[src/design/bba_pkg.sv]
// ----------------------------------------------------------------------------
// bba_pkg
// shared types and codes of the buddy block allocator
// ----------------------------------------------------------------------------
`default_nettype none

package bba_pkg;

  localparam int HANDLE_W = 16;
  localparam int OFFSET_W = 5;
  localparam int INDEX_W  = 5;
  localparam int SIZE_W   = 32;
  localparam int SHIFT_W  = 5;
  localparam logic [SHIFT_W-1:0] SHIFT_RESET = 5'd12;

  typedef enum logic [1:0] {
    MODE_ALLOC = 2'd0,
    MODE_FREE  = 2'd1,
    MODE_QUERY = 2'd2,
    MODE_NONE  = 2'd3
  } mode_e;

  typedef enum logic [1:0] {
    STAT_OK         = 2'd0,
    STAT_NO_SPACE   = 2'd1,
    STAT_BAD_SIZE   = 2'd2,
    STAT_BAD_HANDLE = 2'd3
  } status_e;

  typedef enum logic [1:0] {
    NODE_ABSENT = 2'd0,
    NODE_FREE   = 2'd1,
    NODE_USED   = 2'd2,
    NODE_SPLIT  = 2'd3
  } node_e;

  typedef enum logic [2:0] {
    K_ALLOC      = 3'd0,
    K_FREE       = 3'd1,
    K_QUERY      = 3'd2,
    K_NOP        = 3'd3,
    K_BAD_SIZE   = 3'd4,
    K_BAD_HANDLE = 3'd5
  } kind_e;

  typedef enum logic [4:0] {
    S_CLEAR,
    S_IDLE,
    S_A_RD,
    S_A_CHK,
    S_SPLIT_P,
    S_SPLIT_L,
    S_SPLIT_R,
    S_MARK,
    S_F_RD,
    S_F_CHK,
    S_M_RD,
    S_M_CHK,
    S_M_SIB,
    S_M_PAR,
    S_Q_RD,
    S_Q_CHK,
    S_OUT
  } back_state_e;

  typedef struct packed {
    kind_e               kind;
    logic [HANDLE_W-1:0] handle;
  } op_t;

  typedef struct packed {
    logic clearing;
    logic pop;
  } back_ctl_t;

endpackage

`default_nettype wire

[src/design/buddy_block_allocator.sv]
// ----------------------------------------------------------------------------
// buddy_block_allocator
// buddy allocator over a power-of-two pool of blocks
// ----------------------------------------------------------------------------
// sequence: query walks the tree level by level; free scans the nodes, then
//   merges level by level until the sibling is not free or the root is reached;
//   allocate scans the nodes from the target level upward, then splits down to it
// throughput: one item at a time through the node ram sequencer
// reset: a clearing pass over all 2*POOL_BLOCKS-1 nodes sets the tree, items stalled
`default_nettype none

module buddy_block_allocator #(
  parameter int POOL_BLOCKS = 32,
  parameter int HANDLE_BITS = 16
) (
  input  wire logic                          clk_i,
  input  wire logic                          rst_ni,
  input  wire logic                          cfg_we_i,
  input  wire logic [bba_pkg::SHIFT_W-1:0]   cfg_data_i,
  input  wire logic                          in_valid_i,
  output logic                               in_stall_o,
  input  wire logic [1:0]                    mode_i,
  input  wire logic [bba_pkg::SIZE_W-1:0]    size_bytes_i,
  input  wire logic [bba_pkg::HANDLE_W-1:0]  handle_in_i,
  input  wire logic [bba_pkg::INDEX_W-1:0]   block_index_i,
  output logic                               out_valid_o,
  input  wire logic                          out_stall_i,
  output logic [1:0]                         status_o,
  output logic [bba_pkg::HANDLE_W-1:0]       handle_out_o,
  output logic [bba_pkg::OFFSET_W-1:0]       block_offset_o,
  output logic                               block_used_o
);

  localparam int LEVELS = $clog2(POOL_BLOCKS);
  localparam int DW = $clog2(LEVELS + 1);

  logic [bba_pkg::SHIFT_W-1:0] block_shift_q;
  bba_pkg::back_ctl_t          ctl;
  logic                        q_valid;
  bba_pkg::op_t                q_op;
  logic [DW-1:0]               q_tgt;
  logic [LEVELS-1:0]           q_idx;

  always_ff @(posedge clk_i or negedge rst_ni) begin
    if (!rst_ni) begin
      block_shift_q <= bba_pkg::SHIFT_RESET;
    end else if (cfg_we_i) begin
      block_shift_q <= cfg_data_i;
    end
  end

  bba_front #(
    .POOL_BLOCKS (POOL_BLOCKS)
  ) u_front (
    .clk_i         (clk_i),
    .rst_ni        (rst_ni),
    .in_valid_i    (in_valid_i),
    .in_stall_o    (in_stall_o),
    .mode_i        (mode_i),
    .size_bytes_i  (size_bytes_i),
    .handle_in_i   (handle_in_i),
    .block_index_i (block_index_i),
    .block_shift_i (block_shift_q),
    .ctl_i         (ctl),
    .q_valid_o     (q_valid),
    .q_op_o        (q_op),
    .q_tgt_o       (q_tgt),
    .q_idx_o       (q_idx)
  );

  bba_back #(
    .POOL_BLOCKS (POOL_BLOCKS),
    .HANDLE_BITS (HANDLE_BITS)
  ) u_back (
    .clk_i          (clk_i),
    .rst_ni         (rst_ni),
    .q_valid_i      (q_valid),
    .q_op_i         (q_op),
    .q_tgt_i        (q_tgt),
    .q_idx_i        (q_idx),
    .ctl_o          (ctl),
    .out_valid_o    (out_valid_o),
    .out_stall_i    (out_stall_i),
    .status_o       (status_o),
    .handle_out_o   (handle_out_o),
    .block_offset_o (block_offset_o),
    .block_used_o   (block_used_o)
  );

endmodule

`default_nettype wire

[src/design/bba_ram.sv]
// ----------------------------------------------------------------------------
// bba_ram
// generic single write, single read ram with registered read data
// ----------------------------------------------------------------------------
`default_nettype none

module bba_ram #(
  parameter int WIDTH = 2,
  parameter int DEPTH = 63,
  localparam int AW = $clog2(DEPTH)
) (
  input  wire logic             clk_i,
  input  wire logic             we_i,
  input  wire logic [AW-1:0]    waddr_i,
  input  wire logic [WIDTH-1:0] wdata_i,
  input  wire logic [AW-1:0]    raddr_i,
  output logic      [WIDTH-1:0] rdata_o
);

  logic [WIDTH-1:0] mem_q [DEPTH];
  logic [WIDTH-1:0] rdata_q;

  always_ff @(posedge clk_i) begin
    if (we_i) begin
      mem_q[waddr_i] <= wdata_i;
    end
    rdata_q <= mem_q[raddr_i];
  end

  assign rdata_o = rdata_q;

endmodule

`default_nettype wire

[src/design/bba_front.sv]
// ----------------------------------------------------------------------------
// bba_front
// accepts items, classifies them and queues them for the back end
// ----------------------------------------------------------------------------
`default_nettype none

module bba_front #(
  parameter int POOL_BLOCKS = 32,
  localparam int LEVELS = $clog2(POOL_BLOCKS),
  localparam int DW = $clog2(LEVELS + 1)
) (
  input  wire logic                           clk_i,
  input  wire logic                           rst_ni,
  input  wire logic                           in_valid_i,
  output logic                                in_stall_o,
  input  wire logic [1:0]                     mode_i,
  input  wire logic [bba_pkg::SIZE_W-1:0]     size_bytes_i,
  input  wire logic [bba_pkg::HANDLE_W-1:0]   handle_in_i,
  input  wire logic [bba_pkg::INDEX_W-1:0]    block_index_i,
  input  wire logic [bba_pkg::SHIFT_W-1:0]    block_shift_i,
  input  wire bba_pkg::back_ctl_t             ctl_i,
  output logic                                q_valid_o,
  output bba_pkg::op_t                        q_op_o,
  output logic [DW-1:0]                       q_tgt_o,
  output logic [LEVELS-1:0]                   q_idx_o
);

  bba_pkg::op_t      op_q  [2];
  logic [DW-1:0]     tgt_q [2];
  logic [LEVELS-1:0] idx_q [2];
  logic              wr_ptr_q, wr_ptr_d;
  logic              rd_ptr_q, rd_ptr_d;
  logic [1:0]        count_q, count_d;

  bba_pkg::op_t      op_w;
  logic [DW-1:0]     tgt_w;
  logic [LEVELS-1:0] idx_w;
  logic              push;
  logic              pop;

  always_comb begin
    logic [32:0]                        round_add;
    logic [32:0]                        blocks;
    logic [DW-1:0]                      lg;
    logic [LEVELS+bba_pkg::INDEX_W-1:0] idx_ext;
    round_add = (33'd1 << block_shift_i) - 33'd1;
    blocks    = ({1'b0, size_bytes_i} + round_add) >> block_shift_i;
    lg        = '0;
    for (int l = LEVELS; l >= 0; l--) begin
      if ((33'd1 << l) >= blocks) begin
        lg = DW'(l);
      end
    end
    tgt_w       = DW'(LEVELS) - lg;
    idx_ext     = {{LEVELS{1'b0}}, block_index_i};
    idx_w       = idx_ext[LEVELS-1:0];
    op_w.handle = handle_in_i;
    case (mode_i)
      bba_pkg::MODE_ALLOC: begin
        if (size_bytes_i == '0 || blocks > 33'(POOL_BLOCKS)) begin
          op_w.kind = bba_pkg::K_BAD_SIZE;
        end else begin
          op_w.kind = bba_pkg::K_ALLOC;
        end
      end
      bba_pkg::MODE_FREE: begin
        if (handle_in_i == '0) begin
          op_w.kind = bba_pkg::K_BAD_HANDLE;
        end else begin
          op_w.kind = bba_pkg::K_FREE;
        end
      end
      bba_pkg::MODE_QUERY: begin
        if ({27'd0, block_index_i} >= 32'(POOL_BLOCKS)) begin
          op_w.kind = bba_pkg::K_NOP;
        end else begin
          op_w.kind = bba_pkg::K_QUERY;
        end
      end
      default: begin
        op_w.kind = bba_pkg::K_NOP;
      end
    endcase
  end

  assign in_stall_o = (count_q == 2'd2) || ctl_i.clearing;
  assign push       = in_valid_i && !in_stall_o;
  assign pop        = ctl_i.pop;
  assign q_valid_o  = (count_q != 2'd0);
  assign q_op_o     = op_q[rd_ptr_q];
  assign q_tgt_o    = tgt_q[rd_ptr_q];
  assign q_idx_o    = idx_q[rd_ptr_q];

  always_comb begin
    wr_ptr_d = push ? !wr_ptr_q : wr_ptr_q;
    rd_ptr_d = pop ? !rd_ptr_q : rd_ptr_q;
    case ({push, pop})
      2'b10:   count_d = count_q + 2'd1;
      2'b01:   count_d = count_q - 2'd1;
      default: count_d = count_q;
    endcase
  end

  always_ff @(posedge clk_i or negedge rst_ni) begin
    if (!rst_ni) begin
      wr_ptr_q <= 1'b0;
      rd_ptr_q <= 1'b0;
      count_q  <= 2'd0;
    end else begin
      wr_ptr_q <= wr_ptr_d;
      rd_ptr_q <= rd_ptr_d;
      count_q  <= count_d;
    end
  end

  always_ff @(posedge clk_i) begin
    if (push) begin
      op_q[wr_ptr_q]  <= op_w;
      tgt_q[wr_ptr_q] <= tgt_w;
      idx_q[wr_ptr_q] <= idx_w;
    end
  end

endmodule

`default_nettype wire

[src/design/bba_back.sv]
// ----------------------------------------------------------------------------
// bba_back
// sequencer that walks the buddy tree and holds the result register
// ----------------------------------------------------------------------------
`default_nettype none

module bba_back #(
  parameter int POOL_BLOCKS = 32,
  parameter int HANDLE_BITS = 16,
  localparam int LEVELS = $clog2(POOL_BLOCKS),
  localparam int DW = $clog2(LEVELS + 1),
  localparam int NODES = 2 * POOL_BLOCKS - 1,
  localparam int NW = LEVELS + 1
) (
  input  wire logic                         clk_i,
  input  wire logic                         rst_ni,
  input  wire logic                         q_valid_i,
  input  wire bba_pkg::op_t                 q_op_i,
  input  wire logic [DW-1:0]                q_tgt_i,
  input  wire logic [LEVELS-1:0]            q_idx_i,
  output bba_pkg::back_ctl_t                ctl_o,
  output logic                              out_valid_o,
  input  wire logic                         out_stall_i,
  output logic [1:0]                        status_o,
  output logic [bba_pkg::HANDLE_W-1:0]      handle_out_o,
  output logic [bba_pkg::OFFSET_W-1:0]      block_offset_o,
  output logic                              block_used_o
);

  bba_pkg::back_state_e state_q, state_d;
  logic [NW-1:0]              node_q, node_d;
  logic [DW-1:0]              d_q, d_d;
  logic [LEVELS-1:0]          i_q, i_d;
  logic [DW-1:0]              tgt_q, tgt_d;
  logic [LEVELS-1:0]          idx_q, idx_d;
  logic [bba_pkg::HANDLE_W-1:0] hin_q, hin_d;
  logic [HANDLE_BITS-1:0]     last_q, last_d;
  logic [NW-1:0]              clr_q, clr_d;
  logic [1:0]                 res_status_q, res_status_d;
  logic [bba_pkg::HANDLE_W-1:0] res_handle_q, res_handle_d;
  logic [bba_pkg::OFFSET_W-1:0] res_off_q, res_off_d;
  logic                       res_used_q, res_used_d;
  logic                       out_valid_q, out_valid_d;
  logic                       out_load;
  logic [1:0]                 status_q;
  logic [bba_pkg::HANDLE_W-1:0] handle_q;
  logic [bba_pkg::OFFSET_W-1:0] offset_q;
  logic                       used_q;

  logic                   node_we;
  logic [NW-1:0]          node_waddr;
  logic [1:0]             node_wdata;
  logic [NW-1:0]          node_raddr;
  logic [1:0]             node_rd;
  logic                   own_we;
  logic [HANDLE_BITS-1:0] own_rd;

  logic [NW-1:0]          one_nw;
  logic [NW-1:0]          lvl_first;
  logic [NW-1:0]          tgt_first;
  logic [NW-1:0]          prev_first;
  logic [NW:0]            two_n;
  logic [NW-1:0]          left_n;
  logic [NW-1:0]          right_n;
  logic [NW-1:0]          parent_n;
  logic [NW-1:0]          sib_n;
  logic [LEVELS-1:0]      off_w;
  logic [LEVELS+4:0]      off_ext;
  logic [HANDLE_BITS-1:0] next_h;
  logic [HANDLE_BITS+15:0] next_h_ext;
  logic [HANDLE_BITS+15:0] hin_ext;
  logic [HANDLE_BITS+15:0] own_ext;
  logic [LEVELS-1:0]      qsh;

  assign one_nw     = NW'(1);
  assign lvl_first  = (one_nw << d_q) - one_nw;
  assign tgt_first  = (one_nw << q_tgt_i) - one_nw;
  assign prev_first = (one_nw << (d_q - DW'(1))) - one_nw;
  assign two_n      = {node_q, 1'b0};
  assign left_n     = NW'(two_n + (NW+1)'(1));
  assign right_n    = NW'(two_n + (NW+1)'(2));
  assign parent_n   = (node_q - one_nw) >> 1;
  assign sib_n      = node_q[0] ? (node_q + one_nw) : (node_q - one_nw);
  assign off_w      = i_q << (DW'(LEVELS) - d_q);
  assign off_ext    = {5'd0, off_w};
  assign next_h     = last_q + HANDLE_BITS'(1);
  assign next_h_ext = {16'd0, next_h};
  assign hin_ext    = {{HANDLE_BITS{1'b0}}, hin_q};
  assign own_ext    = {16'd0, own_rd};
  assign qsh        = idx_q >> (DW'(LEVELS - 1) - d_q);
  assign node_raddr = (state_q == bba_pkg::S_M_RD) ? sib_n : node_q;

  bba_ram #(
    .WIDTH (2),
    .DEPTH (NODES)
  ) u_node_ram (
    .clk_i   (clk_i),
    .we_i    (node_we),
    .waddr_i (node_waddr),
    .wdata_i (node_wdata),
    .raddr_i (node_raddr),
    .rdata_o (node_rd)
  );

  bba_ram #(
    .WIDTH (HANDLE_BITS),
    .DEPTH (POOL_BLOCKS)
  ) u_owner_ram (
    .clk_i   (clk_i),
    .we_i    (own_we),
    .waddr_i (off_w),
    .wdata_i (next_h),
    .raddr_i (off_w),
    .rdata_o (own_rd)
  );

  always_comb begin
    state_d      = state_q;
    node_d       = node_q;
    d_d          = d_q;
    i_d          = i_q;
    tgt_d        = tgt_q;
    idx_d        = idx_q;
    hin_d        = hin_q;
    last_d       = last_q;
    clr_d        = clr_q;
    res_status_d = res_status_q;
    res_handle_d = res_handle_q;
    res_off_d    = res_off_q;
    res_used_d   = res_used_q;
    node_we      = 1'b0;
    node_waddr   = node_q;
    node_wdata   = bba_pkg::NODE_ABSENT;
    own_we       = 1'b0;
    out_load     = 1'b0;
    ctl_o.pop      = 1'b0;
    ctl_o.clearing = (state_q == bba_pkg::S_CLEAR);
    case (state_q)
      bba_pkg::S_CLEAR: begin
        node_we    = 1'b1;
        node_waddr = clr_q;
        node_wdata = (clr_q == '0) ? bba_pkg::NODE_FREE : bba_pkg::NODE_ABSENT;
        clr_d      = clr_q + one_nw;
        if (clr_q == NW'(NODES - 1)) begin
          state_d = bba_pkg::S_IDLE;
        end
      end
      bba_pkg::S_IDLE: begin
        res_status_d = bba_pkg::STAT_OK;
        res_handle_d = '0;
        res_off_d    = '0;
        res_used_d   = 1'b0;
        node_d       = '0;
        d_d          = '0;
        i_d          = '0;
        tgt_d        = q_tgt_i;
        idx_d        = q_idx_i;
        hin_d        = q_op_i.handle;
        if (q_valid_i) begin
          ctl_o.pop = 1'b1;
          case (q_op_i.kind)
            bba_pkg::K_ALLOC: begin
              if (&last_q) begin
                res_status_d = bba_pkg::STAT_NO_SPACE;
                state_d      = bba_pkg::S_OUT;
              end else begin
                d_d     = q_tgt_i;
                node_d  = tgt_first;
                state_d = bba_pkg::S_A_RD;
              end
            end
            bba_pkg::K_FREE:       state_d = bba_pkg::S_F_RD;
            bba_pkg::K_QUERY:      state_d = bba_pkg::S_Q_RD;
            bba_pkg::K_BAD_SIZE: begin
              res_status_d = bba_pkg::STAT_BAD_SIZE;
              state_d      = bba_pkg::S_OUT;
            end
            bba_pkg::K_BAD_HANDLE: begin
              res_status_d = bba_pkg::STAT_BAD_HANDLE;
              state_d      = bba_pkg::S_OUT;
            end
            default:               state_d = bba_pkg::S_OUT;
          endcase
        end
      end
      bba_pkg::S_A_RD: state_d = bba_pkg::S_A_CHK;
      bba_pkg::S_A_CHK: begin
        if (node_rd == bba_pkg::NODE_FREE) begin
          state_d = (d_q == tgt_q) ? bba_pkg::S_MARK : bba_pkg::S_SPLIT_P;
        end else if ({1'b0, i_q} == lvl_first) begin
          if (d_q == '0) begin
            res_status_d = bba_pkg::STAT_NO_SPACE;
            state_d      = bba_pkg::S_OUT;
          end else begin
            d_d     = d_q - DW'(1);
            i_d     = '0;
            node_d  = prev_first;
            state_d = bba_pkg::S_A_RD;
          end
        end else begin
          i_d     = i_q + LEVELS'(1);
          node_d  = node_q + one_nw;
          state_d = bba_pkg::S_A_RD;
        end
      end
      bba_pkg::S_SPLIT_P: begin
        node_we    = 1'b1;
        node_wdata = bba_pkg::NODE_SPLIT;
        state_d    = bba_pkg::S_SPLIT_L;
      end
      bba_pkg::S_SPLIT_L: begin
        node_we    = 1'b1;
        node_waddr = left_n;
        node_wdata = bba_pkg::NODE_FREE;
        state_d    = bba_pkg::S_SPLIT_R;
      end
      bba_pkg::S_SPLIT_R: begin
        node_we    = 1'b1;
        node_waddr = right_n;
        node_wdata = bba_pkg::NODE_FREE;
        node_d     = left_n;
        d_d        = d_q + DW'(1);
        i_d        = i_q << 1;
        state_d    = (d_q + DW'(1) == tgt_q) ? bba_pkg::S_MARK : bba_pkg::S_SPLIT_P;
      end
      bba_pkg::S_MARK: begin
        node_we      = 1'b1;
        node_wdata   = bba_pkg::NODE_USED;
        own_we       = 1'b1;
        last_d       = next_h;
        res_handle_d = next_h_ext[15:0];
        res_off_d    = off_ext[4:0];
        state_d      = bba_pkg::S_OUT;
      end
      bba_pkg::S_F_RD: state_d = bba_pkg::S_F_CHK;
      bba_pkg::S_F_CHK: begin
        if (node_rd == bba_pkg::NODE_USED && own_ext == hin_ext) begin
          node_we    = 1'b1;
          node_wdata = bba_pkg::NODE_FREE;
          state_d    = bba_pkg::S_M_RD;
        end else if (node_q == NW'(NODES - 1)) begin
          res_status_d = bba_pkg::STAT_BAD_HANDLE;
          state_d      = bba_pkg::S_OUT;
        end else begin
          node_d  = node_q + one_nw;
          state_d = bba_pkg::S_F_RD;
          if ({1'b0, i_q} == lvl_first) begin
            d_d = d_q + DW'(1);
            i_d = '0;
          end else begin
            i_d = i_q + LEVELS'(1);
          end
        end
      end
      bba_pkg::S_M_RD: begin
        state_d = (node_q == '0) ? bba_pkg::S_OUT : bba_pkg::S_M_CHK;
      end
      bba_pkg::S_M_CHK: begin
        if (node_rd == bba_pkg::NODE_FREE) begin
          node_we = 1'b1;
          state_d = bba_pkg::S_M_SIB;
        end else begin
          state_d = bba_pkg::S_OUT;
        end
      end
      bba_pkg::S_M_SIB: begin
        node_we    = 1'b1;
        node_waddr = sib_n;
        state_d    = bba_pkg::S_M_PAR;
      end
      bba_pkg::S_M_PAR: begin
        node_we    = 1'b1;
        node_waddr = parent_n;
        node_wdata = bba_pkg::NODE_FREE;
        node_d     = parent_n;
        state_d    = bba_pkg::S_M_RD;
      end
      bba_pkg::S_Q_RD: state_d = bba_pkg::S_Q_CHK;
      bba_pkg::S_Q_CHK: begin
        if (node_rd == bba_pkg::NODE_SPLIT && d_q < DW'(LEVELS)) begin
          node_d  = qsh[0] ? right_n : left_n;
          d_d     = d_q + DW'(1);
          state_d = bba_pkg::S_Q_RD;
        end else begin
          res_used_d = (node_rd == bba_pkg::NODE_USED);
          state_d    = bba_pkg::S_OUT;
        end
      end
      bba_pkg::S_OUT: begin
        if (!out_valid_q || !out_stall_i) begin
          out_load = 1'b1;
          state_d  = bba_pkg::S_IDLE;
        end
      end
      default: state_d = bba_pkg::S_IDLE;
    endcase
    out_valid_d = (out_valid_q && out_stall_i) || out_load;
  end

  always_ff @(posedge clk_i or negedge rst_ni) begin
    if (!rst_ni) begin
      state_q     <= bba_pkg::S_CLEAR;
      clr_q       <= '0;
      last_q      <= '0;
      out_valid_q <= 1'b0;
    end else begin
      state_q     <= state_d;
      clr_q       <= clr_d;
      last_q      <= last_d;
      out_valid_q <= out_valid_d;
    end
  end

  always_ff @(posedge clk_i) begin
    node_q       <= node_d;
    d_q          <= d_d;
    i_q          <= i_d;
    tgt_q        <= tgt_d;
    idx_q        <= idx_d;
    hin_q        <= hin_d;
    res_status_q <= res_status_d;
    res_handle_q <= res_handle_d;
    res_off_q    <= res_off_d;
    res_used_q   <= res_used_d;
    if (out_load) begin
      status_q <= res_status_q;
      handle_q <= res_handle_q;
      offset_q <= res_off_q;
      used_q   <= res_used_q;
    end
  end

  assign out_valid_o    = out_valid_q;
  assign status_o       = status_q;
  assign handle_out_o   = handle_q;
  assign block_offset_o = offset_q;
  assign block_used_o   = used_q;

endmodule

`default_nettype wire

[config.mk]
export PLATFORM = sky130hd
export DESIGN_NAME = buddy_block_allocator
export DESIGN_NICKNAME = d
export VERILOG_FILES = /design/src/design/bba_pkg.sv /design/src/design/buddy_block_allocator.sv /design/src/design/bba_ram.sv /design/src/design/bba_front.sv /design/src/design/bba_back.sv
export SDC_FILE = /design/constraint.sdc
export NUM_CORES = 1
export LEC_CHECK = 0
export ABC_CLOCK_PERIOD_IN_PS = 6700
export CAP_MARGIN = 30
export CORE_MARGIN = 3
export CORE_UTILIZATION = 60
export CTS_CLUSTER_DIAMETER = 80
export CTS_CLUSTER_SIZE = 30
export DETAILED_ROUTE_END_ITERATION = 12
export DONT_BUFFER_PORTS = 1
export PLACE_DENSITY = 0.76
export SLEW_MARGIN = 20
export SYNTH_ARGS = -nofsm -noshare
export SYNTH_HDL_FRONTEND = slang
export SYNTH_SLANG_ARGS = --single-unit
[constraint.sdc]
create_clock -name clk_i -period 6.7 [get_ports clk_i]
set_clock_uncertainty 0.2 [all_clocks]
set_input_delay 0.335 -clock clk_i [delete_from_list [all_inputs] [get_ports clk_i]]
set_output_delay 0.335 -clock clk_i [all_outputs]
set_load 0.05 [all_outputs]
* Word-level counts from Yosys, hierarchy flattened
Memories as Yosys holds them, arrays and structs flattened. A register that Yosys moved wholly into a read port is not among the register bits.
Index checks and enable logic that the tools add are counted.
** Word-level totals
- Register bits :: 118
- RAM bits :: 692
- Logic and storage cells :: 234
- Memories :: 5
** Memories
- u_back.u_owner_ram.mem_q :: depth 32, width 16, rd ports 1, clocked after memory_dff 1, wr ports 1, RTL line bba_ram.sv:20 : logic [WIDTH-1:0] mem_q [DEPTH];
- u_back.u_node_ram.mem_q :: depth 63, width 2, rd ports 1, clocked after memory_dff 1, wr ports 1, RTL line bba_ram.sv:20
- u_front.op_q :: depth 2, width 19, rd ports 1, clocked after memory_dff 0, wr ports 1, RTL line bba_front.sv:28 : bba_pkg::op_t op_q [2];
- u_front.idx_q :: depth 2, width 5, rd ports 1, clocked after memory_dff 1, wr ports 1, RTL line bba_front.sv:30 : logic [LEVELS-1:0] idx_q [2];
- u_front.tgt_q :: depth 2, width 3, rd ports 1, clocked after memory_dff 0, wr ports 1, RTL line bba_front.sv:29 : logic [DW-1:0] tgt_q [2];
** Operators by class
- Add/sub/neg operators :: 19
- $lt $le $gt $ge :: 8
- Eq/ne operators :: 48
- Shifts and indexed selects :: 7
- Muxes and demuxes :: 88
- Reduce and logical (&&, ||, !) cells :: 38
** Operators by type and width (count)
- $mux 5 :: 18
- $pmux 5 s17 :: 1
- $mux 6 :: 12
- $mux 3 :: 18
- $eq 5x4->1 const B :: 8
- $pmux 6 s6 :: 1
- $add 32x33->33 :: 1
- $ge 1x33->1 const A :: 1
- $ge 2x33->1 const A :: 1
- $ge 3x33->1 const A :: 1
- $ge 4x33->1 const A :: 1
- $ge 5x33->1 const A :: 1
- $ge 6x33->1 const A :: 1
- $gt 33x6->1 const B :: 1
- $shl 1x5->33 const A :: 1
- $shr 33x5->33 :: 1
- $sub 33x1->33 const B :: 1
- $logic_not 32->1 :: 1
- $pmux 16 s2 :: 1
- $pmux 6 s5 :: 1
- $sub 6x1->6 const B :: 4
- $eq 5x3->1 const B :: 4
- $pmux 5 s4 :: 1
- $add 6x1->6 const B :: 3
- 59 further kinds :: 124

* Depth between registers and ports, before layout
- Depth after elaboration :: 12
- Mapped depth :: 22
- Depth with buffers taken out :: 19

* By module
A second synthesis with hierarchy kept.
** Unflattened totals
- Cells, all modules :: 3197
- Area total of the unflattened synthesis :: 41108.2 µm²
** By module, submodules not included
- bba_ram at u_back.u_owner_ram :: times used 1, cells each 1143, area an instance 20535.9 µm²
- bba_front :: times used 1, cells each 1038, area an instance 8121.5 µm²
- bba_back :: times used 1, cells each 679, area an instance 6906.6 µm²
- bba_ram at u_back.u_node_ram :: times used 1, cells each 327, area an instance 5360.1 µm²
- buddy_block_allocator :: times used 1, cells each 10, area an instance 183.9 µm²

* Worst setup path before layout
OpenSTA, ideal clock, no wires.
- Path kind :: reg2reg
- From :: register block_shift_q[2] (netlist bit)
- To :: memory u_front.op_q[0][18] (netlist bit) (data pin)
- Arrival :: 5.387 ns
- Setup slack :: 0.835 ns
- Stages on the path, launching flop included :: 22
- Buffers on the path :: 4
- Period minus slack after synthesis :: 5.865 ns
- Path through :: dfstp_2 -> clkbuf_1 -> inv_1 -> buf_1 -> nor2_1 -> clkbuf_1 -> nand3_1 -> ha_1 -> inv_1 -> ha_1 -> clkbuf_1 -> nand2_1 -> or3_1 -> a31oi_1 -> a41oi_2 -> xnor2_1 -> mux4_2 -> mux4_2 -> a31o_1 -> o31a_1 -> nor4b_4 -> a31oi_1
** RTL lines
- from (decl) :: RTL line buddy_block_allocator.sv:37 : logic [bba_pkg::SHIFT_W-1:0] block_shift_q;
- from (signal assigned) :: RTL line buddy_block_allocator.sv:46 : block_shift_q <= bba_pkg::SHIFT_RESET;
- from (signal assigned) :: RTL line buddy_block_allocator.sv:48 : block_shift_q <= cfg_data_i;
- to (decl) :: RTL line bba_front.sv:28

* Worst setup path after layout
- From :: register block_shift_q[1] (netlist bit)
- To :: memory u_front.tgt_q[0][2] (netlist bit) (data pin)
** On the way
- Longest elaborated chain between the ends :: 12
- Elaborated cells on any way between the ends :: 17
- Classes of those cells :: 3 x add/sub; 6 x order compare; 2 x shift; 6 x mux
** Ends and longest elaborated chain
- $shl 1x5->33 :: RTL line bba_front.sv:46 : round_add = (33'd1 << block_shift_i) - 33'd1;
- $sub 33x1->33 :: RTL line bba_front.sv:46
- $add 32x33->33 :: RTL line bba_front.sv:47 : blocks = ({1'b0, size_bytes_i} + round_add) >> block_shift_i;
- $shr 33x5->33 * :: RTL line bba_front.sv:47
- $ge 6x33->1 :: RTL line bba_front.sv:50 : if ((33'd1 << l) >= blocks) begin
- $mux 3 (5 in series) :: RTL line bba_front.sv:50
- $mux 3 * :: RTL line bba_front.sv:50
- $sub 3x3->3 * :: RTL line bba_front.sv:54 : tgt_w = DW'(LEVELS) - lg;
- via u_front.tgt_w[2] :: RTL line bba_front.sv:36 : logic [DW-1:0] tgt_w;
- to (decl) :: RTL line bba_front.sv:29
The timed path passes the listed nets; every way through them passes the cells marked *.

==> impl_metrics.yaml <==
run:
  maxCapViolations: 0
drt:
  wl_per_cell_um: 27.0
  drc: 0
  drtAntennaViolNets: 0
  drt-total-wl_mm: 101
  drtIter0Drc: 4221
  avgViaCountPerCell: 6.82
  drtPass1Iterations: 11
  num_vias: 25500
clock_network:
  clk_pin_slew_ns: 0.11
  clock-sinks: 833
  h-tree-depth: 2
  root_buffer: "clkbuf_16"
  cts_tree: "built"
  clockBufferDepth: 3
  cts_buffers: 37
  clock_latency_ns: 0.60
global_route:
  grt_overflow_total: 0
  use_met3_pct: 5.69
  grt_antenna_before_repair: 7
  grt_util_all_layers_pct: 29.7
  use_met1_pct: 43.2
  busiest_layer: "met2"
  grt_pass1_wl_mm: 152
  grt_pass1_vias: 24900
  grt_max_degree: 138
  grt_use_met2_pct: 46.4
floorplanning:
  die_area_um2: 67800
  io_pins: 91
  die_h_um: 260
  core_area_um2: 63500
  rows: 92
  fp.dieW_um: 260
  start_util_pct: 61.1
synth:
  synth-simple-area-share_pct: 8.53
  synth_compound_area_share_pct: 11.6
  netlist_area_um2: 38800
  synth-edff-count: 778
  synth.mux.area_fraction_pct: 8.16
  postSynthAreaPerCell_um2: 13.5
  ys_ff_latch: 833
  synth_flop_cell: "edfxtp_1"
  yosysSeqAreaShare_pct: 63.5
  synth_fa_ha_area_share_pct: 2.82
  async_reset_ff_share_pct: 4.44
  ys_warn_count: 0
  synth_cell_type_count: 91
  synth_top_family_by_area: "compound AO/OA/AOI/OAI gates"
  synth_xor_area_share_pct: 2.39
  syn_nets: 3023
  syn-instance-count: 2871
setup_path:
  cp_slowest_cell: "mux4_2"
  reg2reg_to: "u_front.tgt_q[0][2]$_DFFE_PP_"
  timing.critical_path.to: "u_front.tgt_q[0][2]$_DFFE_PP_"
  r2r_start: "block_shift_q[1]$_DFFE_PN0P_"
  cp.required_ns: 6.80
  cpMostUsedCell: "nand2_1"
  cp-startpoint: "block_shift_q[1]$_DFFE_PN0P_"
  cp-start-kind: "flip-flop"
  cpLargestDelayFamily: "compound AO/OA/AOI/OAI gates"
  slowest_delay_ns: 0.52
  crit_type: "flip-flop to flip-flop"
  critPathMaxFanout: 11
  crit_cells: 20
  crit_path_cell_trace: "inv_1 > nand2_1 > nor2_1 > nand2_1 > ha_1 > inv_1 > ha_1 > nand2_1 > a211oi_1 > a21oi_1 > buf_4 > o211ai_1 > o21ai_1 > xnor2_1 > mux4_2 > mux4_2 > a31o_1 > o31a_1 > nor4b_4 > o31ai_1"
  rrSetupSlack_ns: 0.46
  worst_setup_path_end_kind: "flip-flop"
  worstRegToRegCells: 20
  arrival_ns: 6.34
  critPathBufInv: 3
power_and_ir_drop:
  p_leak_nw: 15.3
  powerDensity_nw_per_um2: 328
  ir_worst_vdd_v: 0.000211
timing:
  fmax_ghz: 0.160
  setup_violations: 0
  period_share_pct: 93.2
  hold_viol: 0
  slew_viol_final: 0
  grt_setup_unrepaired: "no"
  fin_crit_ns: 6.24
  timing_worst_slew_pin_value_ns: 0.978
  maxSlewHeadroom_pct: 34.7
  tns_ns: 0
finish:
  utilization_pct: 65.7
  layout-area-overhead-vs-synth_pct: 7.63
  drive_gt1_share_pct: 14.3
  final_nets: 3027
  fillers: 4580
worst_hold_path:
  hold_path.class: "primary input to async pin"
placed_design:
  post-dp-hpwl_mm: 67.8
  io_buffers: 0
  place_congestion: 0.972
outcome:
  status: "complete, no violations"
-- report_power, final --
part | switching, mW | internal (mW) | total (mW)
clock network | 1.58 | 1.13 | 2.72
logic | 3.14 | 1.54 | 4.68
registers | 0.279 | 6.04 | 6.32
-- layer usage --
metal	wire, um	share of wire, %	vias to the layer above
met4	2960	2.9	4
li1	-	-	11200
met5	25	0.025	-
met3	10500	10	180
met1	40500	40	12600
met2	47100	47	1444
-- stage by stage --
step                hold slack, ns  power [mW]  cells  setup slack [ns]  instance area, um^2
global placement            -0.159        10.8   3642             0.537                40100
global route                0.0784        14.3   3743            0.0309                41800
floorplan                   -0.161        9.32   2871             0.835                38800
detailed placement          -0.159        10.9   3646             0.438                40200
CTS                         0.0292        13.6   3739             0.410                41700
finish                      0.0576        13.7   3744             0.456                41800
-- cell usage after synthesis, types with 26 or more instances --
library cell / number / area (um^2)
o21ai_0: 79 / 395
a21o_1: 26 / 195
nor2_1: 224 / 841
ha_1: 86 / 1080
nand3_1: 59 / 295
a21oi_1: 97 / 485
and3_1: 26 / 163
nor3_1: 50 / 250
a222oi_1: 128 / 1280
mux4_2: 49 / 1100
xor2_1: 54 / 473
mux2_2: 160 / 1800
clkbuf_1: 142 / 533
inv_1: 132 / 495
xnor2_1: 52 / 455
o22ai_1: 73 / 457
nand2_1: 190 / 713
dfrtp_1: 35 / 876
edfxtp_1: 778 / 23400
-- worst min path at each step --
stage | endpoint | slack [ns]
2_1_floorplan | block_shift_q[0]$_DFFE_PN0P_ | -0.16
3_3_place_gp | u_front.wr_ptr_q$_DFFE_PN0P_ | -0.16
3_5_place_dp | u_front.rd_ptr_q$_DFFE_PN0P_ | -0.16
4_1_cts | u_back.last_q[2]$_DFFE_PN0P_ | 0.03
5_1_grt | u_back.last_q[13]$_DFFE_PN0P_ | 0.08
6_report | u_back.clr_q[4]$_DFFE_PN0P_ | 0.06
-- placed cells by master, fill, tap and decap left out, types with 26 or more instances in the layout --
cell type,instances
o21ai_0,78
a21oi_1,95
inv_1,132
a21o_1,26
o22ai_1,73
nor3_1,48
xor2_1,43
edfxtp_1,778
dlygate4sd3_1,32
a222oi_1,128
buf_4,92
mux4_2,49
mux2_2,160
clkbuf_16,38
and3_1,26
xnor2_1,48
dfrtp_1,35
ha_1,86
nand2_1,190
nand3_1,59
nor2_1,222
-- layout make-up --
type / count / area [um^2] / area share (%)
flip-flops and latches: 833 / 24700 / 59.0
multi-input cells: 1735 / 13200 / 31.6
repair buffers: 133 / 1180 / 2.83
well taps: 846 / 1060 / 2.53
clock buffers: 46 / 981 / 2.35
inverters: 135 / 507 / 1.21
clock inverters: 14 / 193 / 0.461
diodes: 2 / 5.00 / 0.0120
-- what timing repair did --
action | 4_1_cts | 5_1_grt
hold buffers | 33 | 0
gates resized for setup | 0 | 4
setup endpoints to repair | 0 | 8
buffers inserted | 0 | 0
endpoints found under the hold margin | 104 | 0
-- sequential cells by signal (all words and copies together) (netlist names), 10 cells and up --
name                        flops
u_back.last_q                  16
u_back.res_handle_q            16
u_back.u_node_ram.mem_q       126
u_back.u_owner_ram.mem_q      512
u_front.idx_q                  10
u_back.u_owner_ram.rdata_o     16
u_back.hin_q                   16
u_back.handle_out_o            16
u_front.op_q                   38
-- cells by family after synthesis --
kind of cell / after synthesis
buf+inv: 303
xor+xnor: 106
fa+ha+maj: 87
flops: 833
compound gates: 606
simple gates: 701
mux: 235
Power figures use the tool's default switching activity.
